<file path="src/hw/rtl/mmc_pkg.sv">
// Shared types and constants for the magnetometer min/max calibrator.
`timescale 1ns / 1ps

package mmc_pkg;

    // Width of every sample and corrected-axis field on the ports
    localparam int FIELD_W = 16;

    // Quotient bits produced by the divider: 16 result bits plus one for saturation
    localparam int Q_BITS = 17;

    // Saturation limits as quotient magnitudes
    localparam logic [Q_BITS-1:0] LIM_POS = 17'd32767;
    localparam logic [Q_BITS-1:0] LIM_NEG = 17'd32768;

    // Saturated result values
    localparam logic [FIELD_W-1:0] NORM_MAX = 16'h7FFF;
    localparam logic [FIELD_W-1:0] NORM_MIN = 16'h8000;

    // Reset value of the calibration count register
    localparam logic [FIELD_W-1:0] DEFAULT_COUNT = 16'd3000;

    // Result status codes
    typedef enum logic [2:0] {
        ST_VALID = 3'd0,
        ST_UNCAL = 3'd1,
        ST_TAKEN = 3'd2,
        ST_DONE  = 3'd3,
        ST_ZERO  = 3'd4
    } t_status;

    // Divider result toward the controller
    typedef struct packed {
        logic              done;
        logic              ovf;
        logic [Q_BITS-1:0] quo;
    } t_div_res;

endpackage

</file>
<file path="src/hw/rtl/mmc_div.sv">
// Bit-serial restoring divider: one quotient bit per cycle with overflow detect.
`timescale 1ns / 1ps

module mmc_div #(
    parameter int SAMPLE_BITS = 16,
    parameter int FRAC_BITS   = 12
) (
    input  logic                             i_clk,
    input  logic                             i_rst_n,
    input  logic                             i_start,
    input  logic [SAMPLE_BITS+FRAC_BITS-1:0] i_dividend,
    input  logic [SAMPLE_BITS-1:0]           i_divisor,
    output mmc_pkg::t_div_res                o_res
);
    import mmc_pkg::*;

    localparam int MAG_W = SAMPLE_BITS + FRAC_BITS;
    localparam int DVD_W = MAG_W + Q_BITS;
    localparam int CNT_W = $clog2(Q_BITS + 1);

    logic [DVD_W-1:0]       w_pad;
    logic [MAG_W-1:0]       w_hi;
    logic                   w_ovf;
    logic [SAMPLE_BITS:0]   w_trial;
    logic [SAMPLE_BITS:0]   w_sub;
    logic                   w_ge;
    logic [SAMPLE_BITS-1:0] n_rem;

    logic [SAMPLE_BITS-1:0] r_rem;
    logic [SAMPLE_BITS-1:0] r_dsr;
    logic [Q_BITS-1:0]      r_sh;
    logic                   r_ovf;
    logic [CNT_W-1:0]       r_cnt;
    logic                   r_done;

    // Split the dividend: the high part decides overflow and seeds the remainder
    always_comb begin
        w_pad = {{Q_BITS{1'b0}}, i_dividend};
        w_hi  = w_pad[DVD_W-1:Q_BITS];
        w_ovf = (w_hi >= {{FRAC_BITS{1'b0}}, i_divisor});
    end

    // One restoring step: shift in the next dividend bit, subtract if it fits
    always_comb begin
        w_trial = {r_rem, r_sh[Q_BITS-1]};
        w_sub   = w_trial - {1'b0, r_dsr};
        w_ge    = (w_trial >= {1'b0, r_dsr});
        n_rem   = w_ge ? w_sub[SAMPLE_BITS-1:0] : w_trial[SAMPLE_BITS-1:0];
    end

    // Step counter and done pulse
    always_ff @(posedge i_clk) begin
        if (!i_rst_n) begin
            r_cnt  <= '0;
            r_done <= 1'b0;
        end else begin
            r_done <= 1'b0;
            if (i_start) begin
                r_cnt <= CNT_W'(Q_BITS);
            end else if (r_cnt != '0) begin
                r_cnt  <= r_cnt - 1'b1;
                r_done <= (r_cnt == CNT_W'(1));
            end
        end
    end

    // Remainder and dividend/quotient shift register
    always_ff @(posedge i_clk) begin
        if (i_start) begin
            r_rem <= w_hi[SAMPLE_BITS-1:0];
            r_sh  <= w_pad[Q_BITS-1:0];
            r_dsr <= i_divisor;
            r_ovf <= w_ovf;
        end else if (r_cnt != '0) begin
            r_rem <= n_rem;
            r_sh  <= {r_sh[Q_BITS-2:0], w_ge};
        end
    end

    assign o_res = '{done: r_done, ovf: r_ovf, quo: r_sh};

endmodule

</file>
<file path="src/hw/rtl/magnetometer_minmax_calibrator_top.sv">
// Top level of the magnetometer min/max calibrator with stream ports.
// Calibration request, or a measure answered without division: goes to the finish state,
// which loads the output register once it is free; the next request is taken back in idle.
// Measure request: three axes in turn through one bit-serial divider, each via start and wait;
// the finish state then loads the result, and no new request is taken until idle again.
// The divider's 17 quotient steps per axis set the measure rate.
// Synchronous active-low reset: count 3000, round cleared, not calibrated, output empty.
`timescale 1ns / 1ps

module magnetometer_minmax_calibrator_top #(
    parameter int SAMPLE_BITS = 16,
    parameter int FRAC_BITS   = 12
) (
    input  logic        i_clk,
    input  logic        i_rst_n,
    // configuration: calibration_count
    input  logic        i_cfg_we,
    input  logic [15:0] i_cfg_wdata,
    // request side
    input  logic        s_axis_tvalid,
    output logic        s_axis_tready,
    input  logic [47:0] s_axis_tdata,   // raw_x[15:0], raw_y[31:16], raw_z[47:32]
    input  logic        s_axis_tuser,   // func[0]
    // result side
    output logic        m_axis_tvalid,
    input  logic        m_axis_tready,
    output logic [47:0] m_axis_tdata,   // norm_x[15:0], norm_y[31:16], norm_z[47:32]
    output logic [3:0]  m_axis_tuser    // status[2:0], clipped[3]
);
    import mmc_pkg::*;

    localparam int SB    = SAMPLE_BITS;
    localparam int MAG_W = SAMPLE_BITS + FRAC_BITS;

    typedef enum logic [3:0] {
        S_IDLE  = 4'b0001,
        S_START = 4'b0010,
        S_WAIT  = 4'b0100,
        S_FIN   = 4'b1000
    } t_state;

    t_state                   r_state;
    logic [FIELD_W-1:0]       r_cal_count;
    logic [FIELD_W-1:0]       r_seen;
    logic signed [SB-1:0]     r_max  [3];
    logic signed [SB-1:0]     r_min  [3];
    logic signed [SB-1:0]     r_bias [3];
    logic [SB-1:0]            r_hr   [3];
    logic                     r_cal;
    logic signed [SB-1:0]     r_raw  [3];
    logic [1:0]               r_axis;
    logic                     r_neg;
    logic [FIELD_W-1:0]       r_norm [3];
    logic                     r_clip;
    t_status                  r_status;

    logic                     r_m_valid;
    logic [FIELD_W-1:0]       r_m_norm [3];
    logic                     r_m_clip;
    t_status                  r_m_status;

    logic                     w_acc;
    logic                     w_out_free;
    logic signed [SB-1:0]     w_raw  [3];
    logic signed [SB-1:0]     w_nmax [3];
    logic signed [SB-1:0]     w_nmin [3];
    logic signed [SB-1:0]     w_nbias[3];
    logic [SB-1:0]            w_nhr  [3];
    logic signed [SB:0]       w_sum  [3];
    logic signed [SB:0]       w_rnd  [3];
    logic [SB:0]              w_span [3];
    logic                     w_finish;
    logic                     w_zero;
    logic signed [SB:0]       w_diff;
    logic [SB:0]              w_abs;
    logic [MAG_W-1:0]         w_mag;
    t_div_res                 w_div;
    logic [FIELD_W-1:0]       w_q_sat;
    logic                     w_q_clip;

    assign w_acc         = s_axis_tvalid && s_axis_tready;
    assign s_axis_tready = (r_state == S_IDLE);
    assign w_out_free    = !r_m_valid || m_axis_tready;

    // Unpack samples and form the updated extremes, bias and half-range per axis
    always_comb begin
        for (int i = 0; i < 3; i++) begin
            w_raw[i]   = s_axis_tdata[FIELD_W*i +: SB];
            w_nmax[i]  = (w_raw[i] > r_max[i]) ? w_raw[i] : r_max[i];
            w_nmin[i]  = (w_raw[i] < r_min[i]) ? w_raw[i] : r_min[i];
            w_sum[i]   = {w_nmax[i][SB-1], w_nmax[i]} + {w_nmin[i][SB-1], w_nmin[i]};
            // round toward zero before halving
            w_rnd[i]   = w_sum[i] + {{SB{1'b0}}, w_sum[i][SB]};
            w_nbias[i] = w_rnd[i][SB:1];
            w_span[i]  = {w_nmax[i][SB-1], w_nmax[i]} - {w_nmin[i][SB-1], w_nmin[i]};
            w_nhr[i]   = w_span[i][SB:1];
        end
        w_finish = ({1'b0, r_seen} + 17'd1) >= {1'b0, r_cal_count};
        w_zero   = (r_hr[0] == '0) || (r_hr[1] == '0) || (r_hr[2] == '0);
    end

    // Offset-corrected magnitude of the current axis, scaled by the fraction bits
    always_comb begin
        w_diff = {r_raw[r_axis][SB-1], r_raw[r_axis]} - {r_bias[r_axis][SB-1], r_bias[r_axis]};
        w_abs  = w_diff[SB] ? (~w_diff + 1'b1) : w_diff;
        w_mag  = {w_abs[SB-1:0], {FRAC_BITS{1'b0}}};
    end

    mmc_div #(
        .SAMPLE_BITS(SAMPLE_BITS),
        .FRAC_BITS  (FRAC_BITS)
    ) u_div (
        .i_clk     (i_clk),
        .i_rst_n   (i_rst_n),
        .i_start   (r_state == S_START),
        .i_dividend(w_mag),
        .i_divisor (r_hr[r_axis]),
        .o_res     (w_div)
    );

    // Apply sign and saturate the quotient to the 16-bit result
    always_comb begin
        if (r_neg) begin
            w_q_clip = w_div.ovf || (w_div.quo > LIM_NEG);
            w_q_sat  = w_q_clip ? NORM_MIN : FIELD_W'(~w_div.quo + 1'b1);
        end else begin
            w_q_clip = w_div.ovf || (w_div.quo > LIM_POS);
            w_q_sat  = w_q_clip ? NORM_MAX : w_div.quo[FIELD_W-1:0];
        end
    end

    // Hold the calibration count
    always_ff @(posedge i_clk) begin
        if (!i_rst_n) begin
            r_cal_count <= DEFAULT_COUNT;
        end else if (i_cfg_we) begin
            r_cal_count <= i_cfg_wdata;
        end
    end

    // Sequence requests and keep the calibration state
    always_ff @(posedge i_clk) begin
        if (!i_rst_n) begin
            r_state  <= S_IDLE;
            r_seen   <= '0;
            r_cal    <= 1'b0;
            r_axis   <= '0;
            r_clip   <= 1'b0;
            r_status <= ST_UNCAL;
            for (int i = 0; i < 3; i++) begin
                r_max[i]  <= {1'b1, {(SB-1){1'b0}}};
                r_min[i]  <= {1'b0, {(SB-1){1'b1}}};
                r_bias[i] <= '0;
                r_hr[i]   <= '0;
                r_norm[i] <= '0;
            end
        end else begin
            case (r_state)
                S_IDLE: begin
                    if (w_acc) begin
                        r_clip <= 1'b0;
                        for (int i = 0; i < 3; i++) begin
                            r_norm[i] <= '0;
                        end
                        if (!s_axis_tuser) begin
                            r_state <= S_FIN;
                            if (w_finish) begin
                                // close the round: store results, restart extremes
                                r_status <= ST_DONE;
                                r_cal    <= 1'b1;
                                r_seen   <= '0;
                                for (int i = 0; i < 3; i++) begin
                                    r_bias[i] <= w_nbias[i];
                                    r_hr[i]   <= w_nhr[i];
                                    r_max[i]  <= {1'b1, {(SB-1){1'b0}}};
                                    r_min[i]  <= {1'b0, {(SB-1){1'b1}}};
                                end
                            end else begin
                                r_status <= ST_TAKEN;
                                r_seen   <= r_seen + 1'b1;
                                for (int i = 0; i < 3; i++) begin
                                    r_max[i] <= w_nmax[i];
                                    r_min[i] <= w_nmin[i];
                                end
                            end
                        end else if (!r_cal) begin
                            r_status <= ST_UNCAL;
                            r_state  <= S_FIN;
                        end else if (w_zero) begin
                            r_status <= ST_ZERO;
                            r_state  <= S_FIN;
                        end else begin
                            r_status <= ST_VALID;
                            r_axis   <= '0;
                            r_state  <= S_START;
                            for (int i = 0; i < 3; i++) begin
                                r_raw[i] <= w_raw[i];
                            end
                        end
                    end
                end
                S_START: begin
                    r_neg   <= w_diff[SB];
                    r_state <= S_WAIT;
                end
                S_WAIT: begin
                    if (w_div.done) begin
                        r_norm[r_axis] <= w_q_sat;
                        r_clip         <= r_clip | w_q_clip;
                        if (r_axis == 2'd2) begin
                            r_state <= S_FIN;
                        end else begin
                            r_axis  <= r_axis + 1'b1;
                            r_state <= S_START;
                        end
                    end
                end
                S_FIN: begin
                    if (w_out_free) begin
                        r_state <= S_IDLE;
                    end
                end
                default: begin
                    r_state <= S_IDLE;
                end
            endcase
        end
    end

    // Output register: load a finished result, drop it once taken
    always_ff @(posedge i_clk) begin
        if (!i_rst_n) begin
            r_m_valid <= 1'b0;
        end else if (r_state == S_FIN && w_out_free) begin
            r_m_valid <= 1'b1;
        end else if (m_axis_tready) begin
            r_m_valid <= 1'b0;
        end
    end

    always_ff @(posedge i_clk) begin
        if (r_state == S_FIN && w_out_free) begin
            r_m_status <= r_status;
            r_m_clip   <= r_clip;
            for (int i = 0; i < 3; i++) begin
                r_m_norm[i] <= r_norm[i];
            end
        end
    end

    assign m_axis_tvalid = r_m_valid;
    assign m_axis_tdata  = {r_m_norm[2], r_m_norm[1], r_m_norm[0]};
    assign m_axis_tuser  = {r_m_clip, r_m_status};

    // Divider finishes only while an axis is being waited for
    a_div_done_in_wait: assert property (@(posedge i_clk) disable iff (!i_rst_n)
        w_div.done |-> (r_state == S_WAIT))
        else $error("divider done outside wait");

    // Only a valid correction runs the divider
    a_wait_valid: assert property (@(posedge i_clk) disable iff (!i_rst_n)
        (r_state == S_WAIT) |-> (r_status == ST_VALID))
        else $error("divider running for a non-valid status");

    // Corrected axes and clip flag are zero unless the status is valid
    a_zero_fields: assert property (@(posedge i_clk) disable iff (!i_rst_n)
        (r_m_valid && r_m_status != ST_VALID) |-> (m_axis_tdata == '0 && !r_m_clip))
        else $error("nonzero result fields with non-valid status");

    // A calibration request reaches the finish state right after it is accepted
    a_cal_fast: assert property (@(posedge i_clk) disable iff (!i_rst_n)
        (w_acc && !s_axis_tuser) |=> (r_state == S_FIN))
        else $error("calibration request not finished at once");

    // Not calibrated implies no stored half-range
    a_uncal_hr: assert property (@(posedge i_clk) disable iff (!i_rst_n)
        !r_cal |-> w_zero)
        else $error("half-range set while not calibrated");

endmodule
</file>
<file path="config.mk">
export PLATFORM = sky130hd
export DESIGN_NAME = magnetometer_minmax_calibrator_top
export DESIGN_NICKNAME = d
export VERILOG_FILES = /design/src/hw/rtl/mmc_pkg.sv /design/src/hw/rtl/mmc_div.sv /design/src/hw/rtl/magnetometer_minmax_calibrator_top.sv
export SDC_FILE = /design/constraint.sdc
export NUM_CORES = 1
export LEC_CHECK = 0
export ABC_AREA = 1
export CORE_ASPECT_RATIO = 0.9
export CORE_UTILIZATION = 55
export DETAILED_ROUTE_END_ITERATION = 7
export DONT_BUFFER_PORTS = 1
export GPL_TIMING_DRIVEN = 0
export HOLD_SLACK_MARGIN = 0.12
export PLACE_DENSITY_LB_ADDON = 0.25
export SYNTH_ARGS = -nofsm -noshare
export SYNTH_HDL_FRONTEND = slang
export SYNTH_SLANG_ARGS = --single-unit
</file>
<file path="constraint.sdc">
create_clock -name i_clk -period 6.5 [get_ports i_clk]
set_clock_uncertainty 0.05 [all_clocks]
set_input_delay 0.325 -clock i_clk [delete_from_list [all_inputs] [get_ports i_clk]]
set_output_delay 0.325 -clock i_clk [all_outputs]
set_load 0.02 [all_outputs]
</file>
==> impl_metrics.csv <==
group,metric,value,unit
synthesis,synth_edf_count,374,
worst_setup_path,cp-endpoint,"u_div.r_ovf$_DFFE_PP_",
cts,clk_latency,0.61,ns
floorplanning,ioPinCount,124,
cts,clk_path_buf_depth,3,
job,maxCapViolCount,0,
synthesis,synthSimpleGateAreaFrac,19.8,%
pwr,p_leak,14.3,nW
hold_path,hold_depth,4,
synthesis,ys.flop_type,"edfxtp_1",
finish,areaGrowthSynthToFinish,11.8,%
worst_setup_path,slowest_delay,0.40,ns
synthesis,yosys_warnings,0,
floorplanning,core_region_area,50800,um^2
synthesis,synth_top_cell_area_share,39.3,%
sta,slew_headroom,17.0,%
sta,finalMaxSlewViolations,0,
worst_setup_path,worst-path-buf-inv,5,
synthesis,netlist_top_cells_area,"edfxtp_1 39%, ha_1 11%, nand2_1 8.1%",
worst_setup_path,path_delay_family,"simple AND/OR/NAND/NOR gates",
floorplanning,fp.dieH,218,um
grt,grt_pass1_vias,22874,
detailed_routing,drtAntennaViolNets,0,
grt,antenna_found_initial,0,
grt,grt_usage,31.6,%
detailed_routing,via_per_inst,5.68,
worst_setup_path,critical_path_class,"flip-flop to flip-flop",
worst_setup_path,cp.arrival,6.24,ns
synthesis,syn_inst,3396,
synthesis,ys_seq_area_share,44.1,%
cts,post_cts_buffers,0,
floorplanning,die_area,52900,um^2
floorplanning,start_util,56.3,%
grt,grt_overflow,0,
grt,grt_max_degree,77,
detailed_routing,drc,0,
placed_design,placed_area,29600,um^2
synthesis,syn-cell-area,28600,um^2
cts,cts_tree,"built",
grt,grt_pass1_wl,130000,um
worst_setup_path,start_kind,"flip-flop",
worst_setup_path,cp.required,6.76,ns
finish,nets,3859,
synthesis,synth_compound_area_share,12.8,%
synthesis,syn_nets,3736,
sta,worst_pin_slew,1.24,ns
detailed_routing,vias,24079,
pwr,power,12.7,mW
sta,clock.fmax,167,MHz
placed_design,gp_congestion,1.06,
worst_setup_path,r2r_setup_slack,0.52,ns
cts,numCtsBuffers,47,
synthesis,synthMuxAreaShare,0,%
sta,hold_viol,0,
floorplanning,dieWidth,242,um
finish,fin_area,32000,um^2
worst_setup_path,crit_slowest_cell,"dfxtp_2",
sta,fin_crit,5.98,ns
sta,fin_crit_sh,92.0,%
worst_setup_path,timing.rr.end,"u_div.r_ovf$_DFFE_PP_",
cts,htreeDepth,2,
synthesis,syn_area_per_cell,8.42,um^2
pwr,ir_worst_vdd,0.218,mV
detailed_routing,dr.pass1.iters,7,
finish,layout-drive-gt1-share,6.04,%
worst_setup_path,crit_cells,40,
sta,rsz0062_at_grt,"false",
worst_setup_path,r2r_cells,40,
placed_design,hpwl,64400,um
worst_setup_path,cp_common_cell,"nand2_1",
detailed_routing,wl_per_cell,19.8,um
worst_setup_path,path_max_fanout,10,
detailed_routing,drt_iter0_drc,2242,
synthesis,synth_top_family_by_area,"simple AND/OR/NAND/NOR gates",
synthesis,synth_xor_area_share,2.91,%
hold_path,hp-class,"input pin to flip-flop",
synthesis,synth-adder-area-share,12.0,%
worst_setup_path,crit_path_end_kind,"flip-flop",
sta,setup_viol_count_final,0,
synthesis,ys_async_sr_fraction,0,%
run_status,status,"completed",
synthesis,synth_top_cell_by_area,"edfxtp_1",
detailed_routing,wirelength,84000,um
pwr,powerDensity,396,nW/um^2
cts,clkSinkCount,443,
placed_design,io_buffers,0,
cts,clk_pin_slew,0.07,ns
cts,clock-root-buffer,"clkbuf_16",
synthesis,ys_types,63,
synthesis,synth_seq_cells,443,
floorplanning,rows,78,
worst register-to-register path: cells and delay by family (launching register included):
family	cells	cell delay, ns
xor+xnor	1	0.24
compound gates	11	1.50
simple gates	21	1.91
fa+ha+maj	2	0.64
buf+inv	5	0.99
flops	1	0.40
cell families (layout without fill, tap and decap cells):
kind of cell	Yosys count	count (layout)
XOR/XNOR	95	95
buffers and inverters	626	787
other	0	1
AND/OR/NAND/NOR	1305	1305
flip-flops	443	443
AO/OA/AOI/OAI	657	657
adder cells (fa/ha/maj)	270	270
cell type report:
type	instances	area (um^2)
tap	680	851
multi-input combinational	2327	13600
sequential	443	12600
inverter	529	1990
fill	4274	18900
clock buffer	58	1260
timing repair buffer	75	806
antenna	1	2.50
clock inverter	29	430
buffer	96	417
stage by stage:
step | TNS, ns | utilization [%] | hold WS [ns] | std cells | setup WS (ns)
final | 0 | 62.9 | 0.146 | 4238 | 0.521
after global routing | 0 | 62.9 | 0.179 | 4237 | 0.0279
after global placement | -6.74 | 57.9 | 0.353 | 4076 | -0.0628
after CTS | 0 | 62.9 | 0.124 | 4238 | 0.150
after detailed placement | 0 | 58.2 | 0.355 | 4080 | 0.154
after floorplan | 0 | - | 0.350 | 3396 | 1.33
cells in the final DEF, fill, tap and decap left out, drive strengths merged, types with 3 or more instances in the layout:
master,n
nand2,653
inv,531
edfxtp,374
nor2,358
a21oi,272
ha,262
o21ai,258
nand3,153
clkbuf,127
xor2,78
dlygate4sd3,71
dfxtp,69
nor3,45
nand4,33
buf,31
nor4,23
o211ai,22
or2,19
xnor2,17
clkinv,15
and2,14
o21bai,13
o31ai,13
o21a,11
a31oi,10
a211oi,9
bufinv,9
a21boi,9
fa,8
o22ai,7
a21o,5
o2111ai,5
o221ai,5
nand3b,4
o32ai,3
a22oi,3
clkinvlp,3
cells in the mapped netlist (17+ instances only):
master      n
a21oi_1   268
buf_2      20
clkbuf_1   70
dfxtp_1    69
edfxtp_1  374
ha_1      262
inv_1     515
nand2_1   617
nand2_2    29
nand3_1   142
nand4_1    32
nor2_1    347
nor3_1     43
nor4_1     23
o211ai_1   21
o21ai_0   230
o21ai_1    26
xnor2_1    17
xor2_1     78
worst min-delay path by stage:
stage,to,slack (ns),from
finish,r_min[0][42]$_SDFFCE_PN1P_,0.15,s_axis_tdata[42]
CTS,r_min[0][42]$_SDFFCE_PN1P_,0.12,s_axis_tdata[42]
global placement,r_m_norm[0][22]$_DFFE_PP_,0.35,r_norm[1][6]$_SDFFCE_PN0P_
detailed placement,r_m_norm[0][4]$_DFFE_PP_,0.35,r_norm[0][4]$_SDFFCE_PN0P_
floorplan,r_m_norm[0][0]$_DFFE_PP_,0.35,r_norm[0][0]$_SDFFCE_PN0P_
global route,r_max[0][27]$_SDFFCE_PN0P_,0.18,s_axis_tdata[27]
state kept, by name, indices dropped and copies added (netlist names), 17 cells and up, named ones only:
name / cells
r_bias: 48
r_hr: 48
r_m_norm: 48
r_max: 48
r_min: 48
r_norm: 48
r_raw: 48
u_div.r_sh: 17
repair_timing:
item | 4_1_cts | 5_1_grt
endpoints found under the hold margin | 138 | 0
endpoints found under the setup margin | 0 | 1
resized for setup | 0 | 10
hold buffers | 71 | 0
per-layer routing:
metal / wire length, um / vias up / track usage, %
li1: - / 11634 / -
met5: 0 / - / 0
met2: 37300 / 972 / 49.6
met1: 37700 / 11324 / 44.7
met4: 2520 / 0 / 10.5
met3: 6410 / 149 / 4.74
power by group:
group	internal, mW	switching [mW]	leakage, nW
clock	1.75	1.21	0.817
sequential	3.50	0.217	4.16
combinational	2.00	4.01	9.37
total	7.25	5.43	14.3
Power figures use the tool's default switching activity.
